$ cat src/rtl/core/sirs_pkg.sv
package sirs_pkg;

  // Field and port widths fixed by the interface.
  localparam int VALUE_W     = 32;
  localparam int SYMBOL_W    = 8;
  localparam int CFG_DATA_W  = 64;
  localparam int CFG_INDEX_W = 2;
  localparam int COUNT_W     = 5;
  localparam int TABLE_SIZE  = 16;
  localparam int TABLE_IDX_W = 4;
  localparam int RECIP_W     = 32;
  localparam int QUEUE_DEPTH = 2;
  localparam int QUEUE_PTR_W = 1;

  // Configuration register indexes.
  localparam logic [CFG_INDEX_W-1:0] REG_SYMBOLS_LOW  = 2'd0;
  localparam logic [CFG_INDEX_W-1:0] REG_SYMBOLS_HIGH = 2'd1;
  localparam logic [CFG_INDEX_W-1:0] REG_SYMBOL_COUNT = 2'd2;

  // Character codes used by the symbol check and the output.
  localparam logic [SYMBOL_W-1:0] CHAR_SPACE = 8'h20;
  localparam logic [SYMBOL_W-1:0] CHAR_TILDE = 8'h7E;
  localparam logic [SYMBOL_W-1:0] CHAR_PLUS  = 8'h2B;
  localparam logic [SYMBOL_W-1:0] CHAR_MINUS = 8'h2D;
  localparam logic [SYMBOL_W-1:0] CHAR_NONE  = 8'h00;

  // Configuration as seen by the conversion side.
  typedef struct packed {
    logic [CFG_DATA_W-1:0] symbols_high;
    logic [CFG_DATA_W-1:0] symbols_low;
    logic [COUNT_W-1:0]    symbol_count;
  } cfg_t;

  // Symbol k of the 16-entry table, symbols 0 to 7 in the low word.
  function automatic logic [SYMBOL_W-1:0] sym_at(input cfg_t c,
                                                 input logic [TABLE_IDX_W-1:0] k);
    logic [2*CFG_DATA_W-1:0] tbl;
    tbl = {c.symbols_high, c.symbols_low};
    return tbl[k*SYMBOL_W +: SYMBOL_W];
  endfunction

  // A usable digit symbol is printable, not space, and not a sign.
  function automatic logic symbol_ok(input logic [SYMBOL_W-1:0] ch);
    return (ch > CHAR_SPACE) && (ch <= CHAR_TILDE) &&
           (ch != CHAR_PLUS) && (ch != CHAR_MINUS);
  endfunction

  // Floor of 2^32 divided by the radix. The quotient estimate taken from
  // the upper product bits is the true quotient or one below it.
  function automatic logic [RECIP_W-1:0] recip_of(input logic [COUNT_W-1:0] r);
    logic [RECIP_W-1:0] res;
    case (r)
      5'd2:    res = 32'h8000_0000;
      5'd3:    res = 32'h5555_5555;
      5'd4:    res = 32'h4000_0000;
      5'd5:    res = 32'h3333_3333;
      5'd6:    res = 32'h2AAA_AAAA;
      5'd7:    res = 32'h2492_4924;
      5'd8:    res = 32'h2000_0000;
      5'd9:    res = 32'h1C71_C71C;
      5'd10:   res = 32'h1999_9999;
      5'd11:   res = 32'h1745_D174;
      5'd12:   res = 32'h1555_5555;
      5'd13:   res = 32'h13B1_3B13;
      5'd14:   res = 32'h1249_2492;
      5'd15:   res = 32'h1111_1111;
      5'd16:   res = 32'h1000_0000;
      default: res = 32'hFFFF_FFFF;
    endcase
    return res;
  endfunction

endpackage

$ cat src/rtl/core/sirs_value_if.sv
interface sirs_value_if import sirs_pkg::*; ();
  logic                      valid;
  logic                      ready;
  logic signed [VALUE_W-1:0] value;

  modport source (output valid, output value, input ready);
  modport sink   (input valid, input value, output ready);
endinterface

$ cat src/rtl/core/sirs_symbol_if.sv
interface sirs_symbol_if import sirs_pkg::*; ();
  logic                valid;
  logic                ready;
  logic [SYMBOL_W-1:0] symbol;
  logic                is_last;
  logic                base_error;

  modport source (output valid, output symbol, output is_last, output base_error,
                  input ready);
  modport sink   (input valid, input symbol, input is_last, input base_error,
                  output ready);
endinterface

$ cat src/rtl/core/sirs_front.sv
module sirs_front import sirs_pkg::*; #(
  parameter int MAX_SYMBOLS = 16,
  parameter int VALUE_BITS  = 32
) (
  input  logic                   clk,
  input  logic                   rst,
  input  logic                   cfg_write,
  input  logic [CFG_INDEX_W-1:0] cfg_index,
  input  logic [CFG_DATA_W-1:0]  cfg_data,
  sirs_value_if.sink             value_ch,
  input  logic                   full,
  output logic                   push,
  output logic [VALUE_BITS+1:0]  push_data,
  output cfg_t                   cfg
);

  typedef struct packed {
    logic                  err;
    logic                  neg;
    logic [VALUE_BITS-1:0] mag;
  } item_t;

  cfg_t                  cfg_reg;
  logic                  base_ok;
  logic [VALUE_BITS-1:0] raw;
  item_t                 item;

  // Configuration registers.
  always_ff @(posedge clk) begin
    if (rst) begin
      cfg_reg <= '0;
    end else if (cfg_write) begin
      case (cfg_index)
        REG_SYMBOLS_LOW:  cfg_reg.symbols_low  <= cfg_data;
        REG_SYMBOLS_HIGH: cfg_reg.symbols_high <= cfg_data;
        REG_SYMBOL_COUNT: cfg_reg.symbol_count <= cfg_data[COUNT_W-1:0];
        default: ;
      endcase
    end
  end

  assign cfg = cfg_reg;

  // Base check: count in range, every symbol in use printable, not space or a sign, and unique.
  always_comb begin
    base_ok = (cfg_reg.symbol_count >= COUNT_W'(2)) &&
              (cfg_reg.symbol_count <= COUNT_W'(MAX_SYMBOLS));
    for (int i = 0; i < MAX_SYMBOLS; i++) begin
      if (COUNT_W'(i) < cfg_reg.symbol_count) begin
        if (!symbol_ok(sym_at(cfg_reg, TABLE_IDX_W'(i)))) begin
          base_ok = 1'b0;
        end
        for (int j = i + 1; j < MAX_SYMBOLS; j++) begin
          if ((COUNT_W'(j) < cfg_reg.symbol_count) &&
              (sym_at(cfg_reg, TABLE_IDX_W'(i)) == sym_at(cfg_reg, TABLE_IDX_W'(j)))) begin
            base_ok = 1'b0;
          end
        end
      end
    end
  end

  // Sign and magnitude; the most negative value keeps its top bit.
  always_comb begin
    raw      = value_ch.value[VALUE_BITS-1:0];
    item.err = !base_ok;
    item.neg = raw[VALUE_BITS-1];
    item.mag = raw[VALUE_BITS-1] ? (~raw + VALUE_BITS'(1)) : raw;
  end

  // Accept a transaction whenever the queue has room.
  assign value_ch.ready = !full;
  assign push           = value_ch.valid && !full;
  assign push_data      = item;

endmodule

$ cat src/rtl/core/sirs_queue.sv
module sirs_queue import sirs_pkg::*; #(
  parameter int WIDTH = 34
) (
  input  logic             clk,
  input  logic             rst,
  input  logic             push,
  input  logic [WIDTH-1:0] push_data,
  input  logic             pop,
  output logic [WIDTH-1:0] pop_data,
  output logic             full,
  output logic             empty
);

  logic [WIDTH-1:0]       mem [QUEUE_DEPTH];
  logic [QUEUE_PTR_W-1:0] wr_ptr;
  logic [QUEUE_PTR_W-1:0] rd_ptr;
  logic [QUEUE_PTR_W:0]   count;

  // Entry storage.
  always_ff @(posedge clk) begin
    if (push) begin
      mem[wr_ptr] <= push_data;
    end
  end

  // Pointers and fill level.
  always_ff @(posedge clk) begin
    if (rst) begin
      wr_ptr <= '0;
      rd_ptr <= '0;
      count  <= '0;
    end else begin
      if (push) begin
        wr_ptr <= wr_ptr + 1'b1;
      end
      if (pop) begin
        rd_ptr <= rd_ptr + 1'b1;
      end
      if (push && !pop) begin
        count <= count + 1'b1;
      end else if (pop && !push) begin
        count <= count - 1'b1;
      end
    end
  end

  assign pop_data = mem[rd_ptr];
  assign full     = (count == (QUEUE_PTR_W+1)'(QUEUE_DEPTH));
  assign empty    = (count == '0);

endmodule

$ cat src/rtl/core/sirs_back.sv
module sirs_back import sirs_pkg::*; #(
  parameter int MAX_SYMBOLS = 16,
  parameter int VALUE_BITS  = 32
) (
  input  logic                  clk,
  input  logic                  rst,
  input  cfg_t                  cfg,
  input  logic                  empty,
  input  logic [VALUE_BITS+1:0] pop_data,
  output logic                  pop,
  sirs_symbol_if.source         symbol_ch
);

  localparam int DIGIT_W = (MAX_SYMBOLS > 2) ? $clog2(MAX_SYMBOLS) : 1;
  localparam int PTR_W   = $clog2(VALUE_BITS);
  localparam int PROD_W  = VALUE_BITS + RECIP_W;

  localparam logic [2:0] S_IDLE = 3'd0;
  localparam logic [2:0] S_MUL  = 3'd1;
  localparam logic [2:0] S_FIX  = 3'd2;
  localparam logic [2:0] S_SIGN = 3'd3;
  localparam logic [2:0] S_EMIT = 3'd4;
  localparam logic [2:0] S_ERR  = 3'd5;

  typedef struct packed {
    logic                  err;
    logic                  neg;
    logic [VALUE_BITS-1:0] mag;
  } item_t;

  item_t                  head;
  logic [2:0]             state;
  logic [2:0]             state_next;
  logic                   neg;
  logic [VALUE_BITS-1:0]  mag;
  logic [VALUE_BITS-1:0]  q_est;
  logic [PTR_W-1:0]       ptr;
  logic [DIGIT_W-1:0]     digit_buffer [VALUE_BITS];
  logic [DIGIT_W-1:0]     cur_digit;
  logic [PROD_W-1:0]      prod;
  logic [VALUE_BITS+COUNT_W-1:0] qr;
  logic [VALUE_BITS-1:0]  rem_full;
  logic [COUNT_W-1:0]     rem;
  logic                   rem_over;
  logic [COUNT_W-1:0]     digit;
  logic [VALUE_BITS-1:0]  quot;
  logic                   slot_free;
  logic                   load;
  logic [SYMBOL_W-1:0]    load_symbol;
  logic                   load_last;
  logic                   load_err;
  logic                   out_valid;
  logic [SYMBOL_W-1:0]    out_symbol;
  logic                   out_last;
  logic                   out_err;

  assign head      = pop_data;
  assign slot_free = !out_valid || symbol_ch.ready;

  // Quotient estimate from the reciprocal of the radix.
  assign prod = {{RECIP_W{1'b0}}, mag} *
                {{VALUE_BITS{1'b0}}, recip_of(cfg.symbol_count)};

  // Remainder and the single correction step of the estimate.
  always_comb begin
    qr       = {{COUNT_W{1'b0}}, q_est} * {{VALUE_BITS{1'b0}}, cfg.symbol_count};
    rem_full = mag - qr[VALUE_BITS-1:0];
    rem      = rem_full[COUNT_W-1:0];
    rem_over = (rem >= cfg.symbol_count);
    digit    = rem_over ? (rem - cfg.symbol_count) : rem;
    quot     = rem_over ? (q_est + VALUE_BITS'(1)) : q_est;
  end

  // Sequencer: take a queue entry, split digits, then emit characters, or emit the base error transaction.
  always_comb begin
    state_next  = state;
    pop         = 1'b0;
    load        = 1'b0;
    load_symbol = CHAR_NONE;
    load_last   = 1'b0;
    load_err    = 1'b0;
    case (state)
      S_IDLE: begin
        if (!empty) begin
          pop        = 1'b1;
          state_next = head.err ? S_ERR : S_MUL;
        end
      end
      S_MUL: state_next = S_FIX;
      S_FIX: begin
        if (quot == '0) begin
          state_next = neg ? S_SIGN : S_EMIT;
        end else begin
          state_next = S_MUL;
        end
      end
      S_SIGN: begin
        if (slot_free) begin
          load        = 1'b1;
          load_symbol = CHAR_MINUS;
          state_next  = S_EMIT;
        end
      end
      S_EMIT: begin
        if (slot_free) begin
          load        = 1'b1;
          load_symbol = sym_at(cfg, TABLE_IDX_W'(cur_digit));
          load_last   = (ptr == '0);
          if (ptr == '0) begin
            state_next = S_IDLE;
          end
        end
      end
      S_ERR: begin
        if (slot_free) begin
          load       = 1'b1;
          load_last  = 1'b1;
          load_err   = 1'b1;
          state_next = S_IDLE;
        end
      end
      default: state_next = S_IDLE;
    endcase
  end

  always_ff @(posedge clk) begin
    if (rst) begin
      state <= S_IDLE;
    end else begin
      state <= state_next;
    end
  end

  // Working registers of one conversion.
  always_ff @(posedge clk) begin
    case (state)
      S_IDLE: begin
        neg <= head.neg;
        mag <= head.mag;
        ptr <= '0;
      end
      S_MUL: q_est <= prod[PROD_W-1:RECIP_W];
      S_FIX: begin
        mag <= quot;
        if (quot != '0) begin
          ptr <= ptr + 1'b1;
        end
      end
      S_EMIT: begin
        if (slot_free && (ptr != '0)) begin
          ptr <= ptr - 1'b1;
        end
      end
      default: ;
    endcase
  end

  // Digit store, least significant digit at entry zero. The read is
  // registered: the digit just split is taken directly, and each emitted
  // character fetches the next lower digit.
  always_ff @(posedge clk) begin
    if (state == S_FIX) begin
      digit_buffer[ptr] <= digit[DIGIT_W-1:0];
      cur_digit         <= digit[DIGIT_W-1:0];
    end else if ((state == S_EMIT) && slot_free && (ptr != '0)) begin
      cur_digit <= digit_buffer[ptr - 1'b1];
    end
  end

  // Output register.
  always_ff @(posedge clk) begin
    if (rst) begin
      out_valid <= 1'b0;
    end else if (load) begin
      out_valid <= 1'b1;
    end else if (symbol_ch.ready) begin
      out_valid <= 1'b0;
    end
  end

  always_ff @(posedge clk) begin
    if (load) begin
      out_symbol <= load_symbol;
      out_last   <= load_last;
      out_err    <= load_err;
    end
  end

  assign symbol_ch.valid      = out_valid;
  assign symbol_ch.symbol     = out_symbol;
  assign symbol_ch.is_last    = out_last;
  assign symbol_ch.base_error = out_err;

endmodule

$ cat src/rtl/core/signed_int_to_radix_symbols.sv
// Converts a signed integer to its text in a radix of 2 to 16, most
// significant digit first, with a leading '-' for negative values, using
// the digit symbols written to the configuration registers. An invalid
// symbol table gives one transaction with base_error set and no text. The
// input side classifies each value into a two-entry queue, so up to two
// values are taken while a conversion is still running. The conversion unit
// handles one value at a time: it takes the value from the queue, runs the
// shared reciprocal multiply and correct step once per digit, then emits one
// character per cycle (sign included) when the output is not stalled.
module signed_int_to_radix_symbols import sirs_pkg::*; #(
  parameter int MAX_SYMBOLS = 16,
  parameter int VALUE_BITS  = 32
) (
  input  logic                   clk,
  input  logic                   rst,
  input  logic                   cfg_write,
  input  logic [CFG_INDEX_W-1:0] cfg_index,
  input  logic [CFG_DATA_W-1:0]  cfg_data,
  sirs_value_if.sink             value_ch,
  sirs_symbol_if.source          symbol_ch
);

  localparam int ITEM_W = VALUE_BITS + 2;

  cfg_t              cfg;
  logic              push;
  logic              pop;
  logic              full;
  logic              empty;
  logic [ITEM_W-1:0] push_data;
  logic [ITEM_W-1:0] pop_data;

  // Input side: configuration, base check and sign handling.
  sirs_front #(
    .MAX_SYMBOLS (MAX_SYMBOLS),
    .VALUE_BITS  (VALUE_BITS)
  ) u_front (
    .clk       (clk),
    .rst       (rst),
    .cfg_write (cfg_write),
    .cfg_index (cfg_index),
    .cfg_data  (cfg_data),
    .value_ch  (value_ch),
    .full      (full),
    .push      (push),
    .push_data (push_data),
    .cfg       (cfg)
  );

  // Queue between classification and conversion.
  sirs_queue #(
    .WIDTH (ITEM_W)
  ) u_queue (
    .clk       (clk),
    .rst       (rst),
    .push      (push),
    .push_data (push_data),
    .pop       (pop),
    .pop_data  (pop_data),
    .full      (full),
    .empty     (empty)
  );

  // Conversion and character output.
  sirs_back #(
    .MAX_SYMBOLS (MAX_SYMBOLS),
    .VALUE_BITS  (VALUE_BITS)
  ) u_back (
    .clk       (clk),
    .rst       (rst),
    .cfg       (cfg),
    .empty     (empty),
    .pop_data  (pop_data),
    .pop       (pop),
    .symbol_ch (symbol_ch)
  );

  // A base error is a single closing transaction with no character.
  assert property (@(posedge clk) disable iff (rst)
    symbol_ch.valid && symbol_ch.base_error |->
      symbol_ch.is_last && (symbol_ch.symbol == CHAR_NONE))
    else $error("base error transaction is malformed");

  // The conversion unit only takes entries that the queue holds.
  assert property (@(posedge clk) disable iff (rst) pop |-> !empty)
    else $error("queue read while empty");

  // Nothing is offered on the output right after reset.
  assert property (@(posedge clk) $past(rst) |-> !symbol_ch.valid)
    else $error("output valid right after reset");

endmodule
$ cat src/flat_wrapper.sv
// flat-port wrapper written by rule: the top's interface ports become plain ports
module signed_int_to_radix_symbols_flat import sirs_pkg::*;
#(
  parameter int MAX_SYMBOLS = 16,
  parameter int VALUE_BITS  = 32
)
  (clk, rst, cfg_write, cfg_index, cfg_data, value_ch_valid, value_ch_value, value_ch_ready, symbol_ch_valid, symbol_ch_symbol, symbol_ch_is_last, symbol_ch_base_error, symbol_ch_ready);
  sirs_value_if value_ch_i ();
  sirs_symbol_if symbol_ch_i ();
  input  logic clk;
  input  logic rst;
  input  logic cfg_write;
  input  logic [CFG_INDEX_W-1:0] cfg_index;
  input  logic [CFG_DATA_W-1:0] cfg_data;
  input wire logic [$bits(value_ch_i.valid)-1:0] value_ch_valid;
  input wire logic [$bits(value_ch_i.value)-1:0] value_ch_value;
  output wire logic [$bits(value_ch_i.ready)-1:0] value_ch_ready;
  output wire logic [$bits(symbol_ch_i.valid)-1:0] symbol_ch_valid;
  output wire logic [$bits(symbol_ch_i.symbol)-1:0] symbol_ch_symbol;
  output wire logic [$bits(symbol_ch_i.is_last)-1:0] symbol_ch_is_last;
  output wire logic [$bits(symbol_ch_i.base_error)-1:0] symbol_ch_base_error;
  input wire logic [$bits(symbol_ch_i.ready)-1:0] symbol_ch_ready;
  assign value_ch_i.valid = value_ch_valid;
  assign value_ch_i.value = value_ch_value;
  assign value_ch_ready = value_ch_i.ready;
  assign symbol_ch_valid = symbol_ch_i.valid;
  assign symbol_ch_symbol = symbol_ch_i.symbol;
  assign symbol_ch_is_last = symbol_ch_i.is_last;
  assign symbol_ch_base_error = symbol_ch_i.base_error;
  assign symbol_ch_i.ready = symbol_ch_ready;
  signed_int_to_radix_symbols #(.MAX_SYMBOLS(MAX_SYMBOLS), .VALUE_BITS(VALUE_BITS)) u_core (.clk(clk), .rst(rst), .cfg_write(cfg_write), .cfg_index(cfg_index), .cfg_data(cfg_data), .value_ch(value_ch_i), .symbol_ch(symbol_ch_i));
endmodule
$ cat config.mk
export PLATFORM = sky130hd
export DESIGN_NAME = signed_int_to_radix_symbols_flat
export DESIGN_NICKNAME = d
export VERILOG_FILES = /design/src/rtl/core/sirs_pkg.sv /design/src/rtl/core/sirs_value_if.sv /design/src/rtl/core/sirs_symbol_if.sv /design/src/rtl/core/sirs_front.sv /design/src/rtl/core/sirs_queue.sv /design/src/rtl/core/sirs_back.sv /design/src/rtl/core/signed_int_to_radix_symbols.sv /design/src/flat_wrapper.sv
export SDC_FILE = /design/constraint.sdc
export NUM_CORES = 2
export LEC_CHECK = 0
export ABC_AREA = 1
export BUFFER_PORTS_ARGS = -buffer_cell sky130_fd_sc_hd__buf_4
export CAP_MARGIN = 20
export CELL_PAD_IN_SITES_DETAIL_PLACEMENT = 0
export CELL_PAD_IN_SITES_GLOBAL_PLACEMENT = 2
export CORE_AREA = 2 2 348 522
export CTS_BUF_LIST = sky130_fd_sc_hd__clkbuf_2
export CTS_CLUSTER_SIZE = 10
export DETAILED_ROUTE_END_ITERATION = 8
export DIE_AREA = 0 0 350 524
export PLACE_DENSITY_LB_ADDON = 0.1
export SLEW_MARGIN = 20
export SYNTH_ARGS = -nofsm -noshare
export SYNTH_HDL_FRONTEND = slang
export SYNTH_SLANG_ARGS = --single-unit
$ cat constraint.sdc
create_clock -name clk -period 6.1 [get_ports clk]
set_input_delay 0.305 -clock clk [delete_from_list [all_inputs] [get_ports clk]]
set_output_delay 0.305 -clock clk [all_outputs]
set_load 0.01 [all_outputs]
Word level (Yosys, flattened, before mapping). Memory sizes are Yosys's and may differ from the RTL's. A register that Yosys moved wholly into a read port is not among the register bits. Index checks and enable logic that the tools add are counted.

Memories kept: 3. Input port bits: 103. Logic and storage cells: 641. Register bits: 225. Bits in writable memories: 196. ROM bits: 1024.

Memories: (no name shown) (words 32, width 32, rd ports 1, clocked after memory_dff 1, write ports 0, line sirs_pkg.sv:52) `case (r)`; u_core.u_back.digit_buffer (words 32, width 4, rd ports 1, clocked after memory_dff 0, write ports 1, line sirs_back.sv:38) `logic [DIGIT_W-1:0] digit_buffer [VALUE_BITS];`; u_core.u_queue.mem (words 2, width 34, rd ports 1, clocked after memory_dff 1, write ports 1, line sirs_queue.sv:14) `logic [WIDTH-1:0] mem [QUEUE_DEPTH];`.

Reductions and logical operators: 199. Bitwise gates (word level): 1. Shifts and indexed selects: 1. Equal/unequal tests: 167. $mul: 2. Mux-type cells: 191. Magnitude comparators: 51. Add/sub/neg operators: 10.

Operators by type and width (count): 8-bit == test (120); 8-bit by 6-bit inequality test with 1-bit output, second input constant (32); 1-bit logical AND (175); 1-bit two-way mux (165); 8-bit by 6-bit > comparator with 1-bit output, second input constant (16); 8-bit by 7-bit less-or-equal comparator with 1-bit output, second input constant (16); 128-bit by 8-bit variable part select with 8-bit output (1); 32-bit by 1-bit adder with 32-bit output, second input constant (2); 32-bit by 32-bit multiplier with 64-bit output (1); 32-bit two-way mux (2); 32-bit case mux with 2 select lines (1); 4-bit by 5-bit < comparator with 1-bit output, first input constant (8); 32-bit logical NOT (1); 32-bit by 5-bit multiplier with 5-bit output (1); 32-bit inverter (1); 32-bit nonzero test (1); 3-bit two-way mux (8); 3-bit by 5-bit < comparator with 1-bit output, first input constant (4); 5-bit two-way mux (4); 3-bit case mux with 6 select lines (1); 8-bit case mux with 2 select lines (1); 5-bit case mux with 3 select lines (1); 2-bit inequality test, second input constant (7); 4-bit two-way mux (3); 33 further kinds (50).

Logic depth before layout (Yosys ltp).
Depth after elaboration: 157. Gate-level depth with buffers: 33.

Hierarchy. A second synthesis with hierarchy kept.

Cell total of the unflattened synthesis: 9011. Area total of the unflattened synthesis: 67105.6 um2.

By module, submodules not included: sirs_back (cells an instance 4974, times used 1, area each 43320.3 um2); sirs_front (cells an instance 3898, times used 1, area each 20950.1 um2); sirs_queue (cells an instance 139, times used 1, area each 2835.2 um2).

Least setup slack after synthesis. Ideal clock, no wire load.

Kind: flip-flop to flip-flop. Start point: register u_core.u_back.mag[29]. End point: register u_core.u_back.q_est[22] (data pin). Setup slack: -0.577 ns. Cell stages (with the launch flop): 29. Data required time: 5.841 ns. Arrival: 6.418 ns. Path buffers: 1. Period minus slack after synthesis: 6.677 ns. Cells stage by stage: edfxtp_1 > clkbuf_1 > nand2_1 > inv_1 > fa_1 > fa_1 > inv_1 > fa_1 > inv_1 > fa_1 > fa_1 > inv_1 > fa_1 > inv_1 > fa_1 > inv_1 > fa_1 > inv_1 > ha_1 > a21oi_1 > inv_1 > a21oi_1 > nor2_1 > nor2_1 > nor2_1 > a211oi_1 > nand3_1 > a31oi_1 > xnor2_1.

Longest elaborated chain between the ends: 1.

Ends and longest elaborated chain: from (decl) (line sirs_back.sv:35) `logic [VALUE_BITS-1:0] mag;`; from (signal assigned) (line sirs_back.sv:139) `mag <= head.mag;`; from (signal assigned) (line sirs_back.sv:144) `mag <= quot;`; 32-bit by 32-bit multiplier with 64-bit output (line sirs_back.sv:61) `assign prod = {{RECIP_W{1'b0}}, mag} *`; net u_core.u_back.prod[54] (line sirs_back.sv:40) `logic [PROD_W-1:0] prod;`; to (signal assigned) (line sirs_back.sv:142) `S_MUL: q_est <= prod[PROD_W-1:RECIP_W];`; to (decl) (line sirs_back.sv:36) `logic [VALUE_BITS-1:0] q_est;`.

The timed path passes the listed nets, and every way through them passes these cells. A chain may end at the register's enable or synchronous reset.

==> flow_summary.json <==
{
  "drcViolationCount": 0,
  "num_vias": 64754,
  "core_um2": 179000,
  "r2r_slack_ns": -1.35,
  "slowest_stage": "fa_2",
  "relSlewSlack_pct": 13.7,
  "fmaxAchievable_mhz": 134,
  "async_reset_ff_share_pct": 0,
  "wl_met2_um": 179000,
  "fin_worst_skew_ns": 0.266,
  "hp-class": "in -> reg",
  "die_area_um2": 183000,
  "drive_gt1_share_pct": 20.7,
  "post-route-min-period_ns": 7.45,
  "synthToLayoutAreaGrowth_pct": 27.0,
  "grt_pass1_vias": 68253,
  "insertion_delay_ns": 1.55,
  "rsz0062_at_grt": "yes",
  "utilization_pct": 46.8,
  "clock_sinks": 444,
  "startpoint_type": "flop",
  "critPathKind": "reg -> reg",
  "r2r_cells": 28,
  "drt-initial-drc-count": 5395,
  "status": "finished, violations left",
  "fp.dieH_um": 524,
  "syn_area_um2": 65800,
  "grt_first_pass_wirelength_um": 511000,
  "fin_crit_sh_pct": 122,
  "largest_register_ffs": 133,
  "crit_path_max_incr_delay_ns": 0.58,
  "finalSetupViolCount": 32,
  "cp-endpoint": "u_core.u_back.q_est[25]$_DFFE_PP_",
  "first_pass_iters": 8,
  "required_ns": 7.21,
  "drv_slew": 0,
  "path_clk_slew_ns": 0.16,
  "synthFlopType": "edfxtp_1",
  "ys_warn_count": 0,
  "ioPinCount": 115,
  "syn_inst": 8311,
  "vias_per_cell": 5.45,
  "fin_ws_ns": -1.35,
  "path_max_fanout": 5,
  "die_w_um": 350,
  "violations": "setup timing",
  "htree_levels": 3,
  "grt_max_degree": 88,
  "seq_area_frac_synth_pct": 17.8,
  "cts_root_buf": "clkbuf_2",
  "report.final.hold_viol_count": 0,
  "cts_tree": "yes",
  "maxCapViolCount": 0,
  "arrival_ns": 8.57,
  "n_fill_cell": 17881,
  "routed_wirelength_um": 364000,
  "routed-wl-met3_um": 24600,
  "syn_nets": 9598,
  "synth_seq_cells": 444,
  "overflow": 0,
  "dpl_cell_area_um2": 76300,
  "design_area_um2": 83600,
  "wl_per_cell_um": 30.7,
  "synth_area_per_cell_um2": 7.91,
  "worstHoldStart": "value_ch_value[8]",
  "r2r-end": "u_core.u_back.q_est[25]$_DFFE_PP_",
  "ant_nets": 0,
  "worst_pin_slew_ns": 1.29,
  "portBuffers": 114,
  "rows": 190,
  "wl_met1_um": 115000,
  "synth_cell_types": 54,
  "cp-end-kind": "flop",
  "dpl.hpwl_um": 278000,
  "cpMostUsedCell": "fa_1",
  "numCtsBuffers": 115,
  "top_layer_used": "met5",
  "antenna_found_initial": 35,
  "cts_max_path_buffers": 3,
  "synth_enable_flop_cells": 280,
  "grt_util_all_layers_pct": 40.1,
  "place_congestion": 1.09,
  "hold_depth": 5,
  "nets": 10626,
  "start_util_pct": 36.8
}
==> cells by family after synthesis <==
kind of cell    after synthesis  share of synthesized area [%]
compound gates             1074                           9.08
xor+xnor                    800                           10.7
fa+ha+maj                  1184                           32.8
buf+inv                    2136                           12.5
flops                       444                           17.8
mux                          17                          0.259
simple gates               2656                           17.0
==> layout by cell type (no fill, tap or decap), types with 123 or more instances in the layout <==
cell / n
dlygate4sd3_1: 287
nand3_1: 187
buf_4: 983
fa_1: 819
a21oi_1: 342
xor2_1: 622
xnor2_1: 170
nor2_1: 392
nor4_1: 123
inv_2: 139
ha_1: 243
o21ai_0: 371
clkbuf_2: 150
nand2_1: 1525
inv_1: 1449
nand4_1: 137
edfxtp_1: 280
==> cell usage after synthesis (all sizes together), types with 3 or more instances <==
master	instances	share of area, %
o21a	13	0.15
edfxtp	280	13
clkbuf	298	1.7
a221oi	8	0.11
clkinv	21	0.12
nor2	459	2.7
a31oi	43	0.41
o41ai	9	0.12
o21ai	420	3.2
inv	1596	9.1
o32ai	20	0.27
a211oi	11	0.13
mux2i	17	0.26
nand3	203	1.6
a21oi	406	3.1
dfxtp	164	5.0
o21bai	6	0.068
o31ai	10	0.11
o22ai	64	0.61
nand4	137	1.3
xnor2	173	2.3
o221ai	14	0.19
nand2	1610	9.2
and3	3	0.029
a21boi	3	0.034
xor2	627	8.3
o2111ai	11	0.15
o211ai	27	0.31
nor3	103	0.81
buf	221	1.6
or2	9	0.086
nand3b	4	0.046
a21o	5	0.057
fa	899	27
ha	285	5.4
nor4	126	1.2
==> critical path, delay by kind of cell, from the launching register on <==
kind,cells,cell delay (ns)
xor+xnor,1,0.07
buf+inv,10,0.90
simple gates,7,0.81
compound gates,1,0.45
flops,1,0.40
fa+ha+maj,9,4.36
==> stage by stage <==
step | std cells | setup WS, ns | setup TNS [ns] | hold WS (ns)
6_report | 11874 | -1.35 | -37.41 | 0.131
3_5_place_dp | 11234 | -1.40 | -36.49 | 0.477
2_1_floorplan | 8311 | -0.287 | -4.96 | 0.404
5_1_grt | 11849 | -1.52 | -43.19 | 0.0219
4_1_cts | 11812 | -1.30 | -35.99 | 0.00199
3_3_place_gp | 11232 | -1.44 | -39.37 | 0.459
==> worst min path at each step <==
stage                                                to  slack, ns
floorplan            u_core.u_queue.mem[0][0]$_DFFE_PP_       0.40
global placement     u_core.u_queue.rd_ptr$_SDFFE_PP0P_       0.46
detailed placement                                 flop       0.48
CTS                 u_core.u_queue.mem[0][10]$_DFFE_PP_      0.002
global route        u_core.u_queue.mem[0][10]$_DFFE_PP_       0.02
finish              u_core.u_queue.mem[0][10]$_DFFE_PP_       0.13
==> what timing repair did <==
| action | in CTS | in global routing |
|---|---|---|
| buffers inserted | 78 | 26 |
| pin swaps | 176 | 130 |
| resized for setup | 450 | 109 |
| endpoints found under the hold margin | 321 | 0 |
| gates cloned | 5 | 0 |
| endpoints found under the setup margin | 32 | 37 |
| hold buffers | 288 | 0 |
==> metal layers <==
| layer | GRT usage (%) | vias up |
|---|---|---|
| li1 | - | 27963 |
| met1 | 38.3 | 31836 |
| met2 | 69.0 | 3301 |
| met3 | 9.70 | 1642 |
| met4 | 40.9 | 12 |
| met5 | 0 | - |
==> layout make-up <==
class                           instances  area (µm²)  share of cell area, %
Multi-Input combinational cell       5731       48100                   57.6
Tap cell                             2400        3000                   3.59
Inverter                             1617        6090                   7.29
Clock buffer                          150         751                  0.898
Antenna cell                           37        92.6                  0.111
Timing Repair Buffer                 1430       13100                   15.7
Clock inverter                         65         617                  0.738
Sequential cell                       444       11800                   14.1
Power is left out: the tool's default activity adds up to more than one toggle a clock period on the data nets, which glitch-free logic cannot reach.
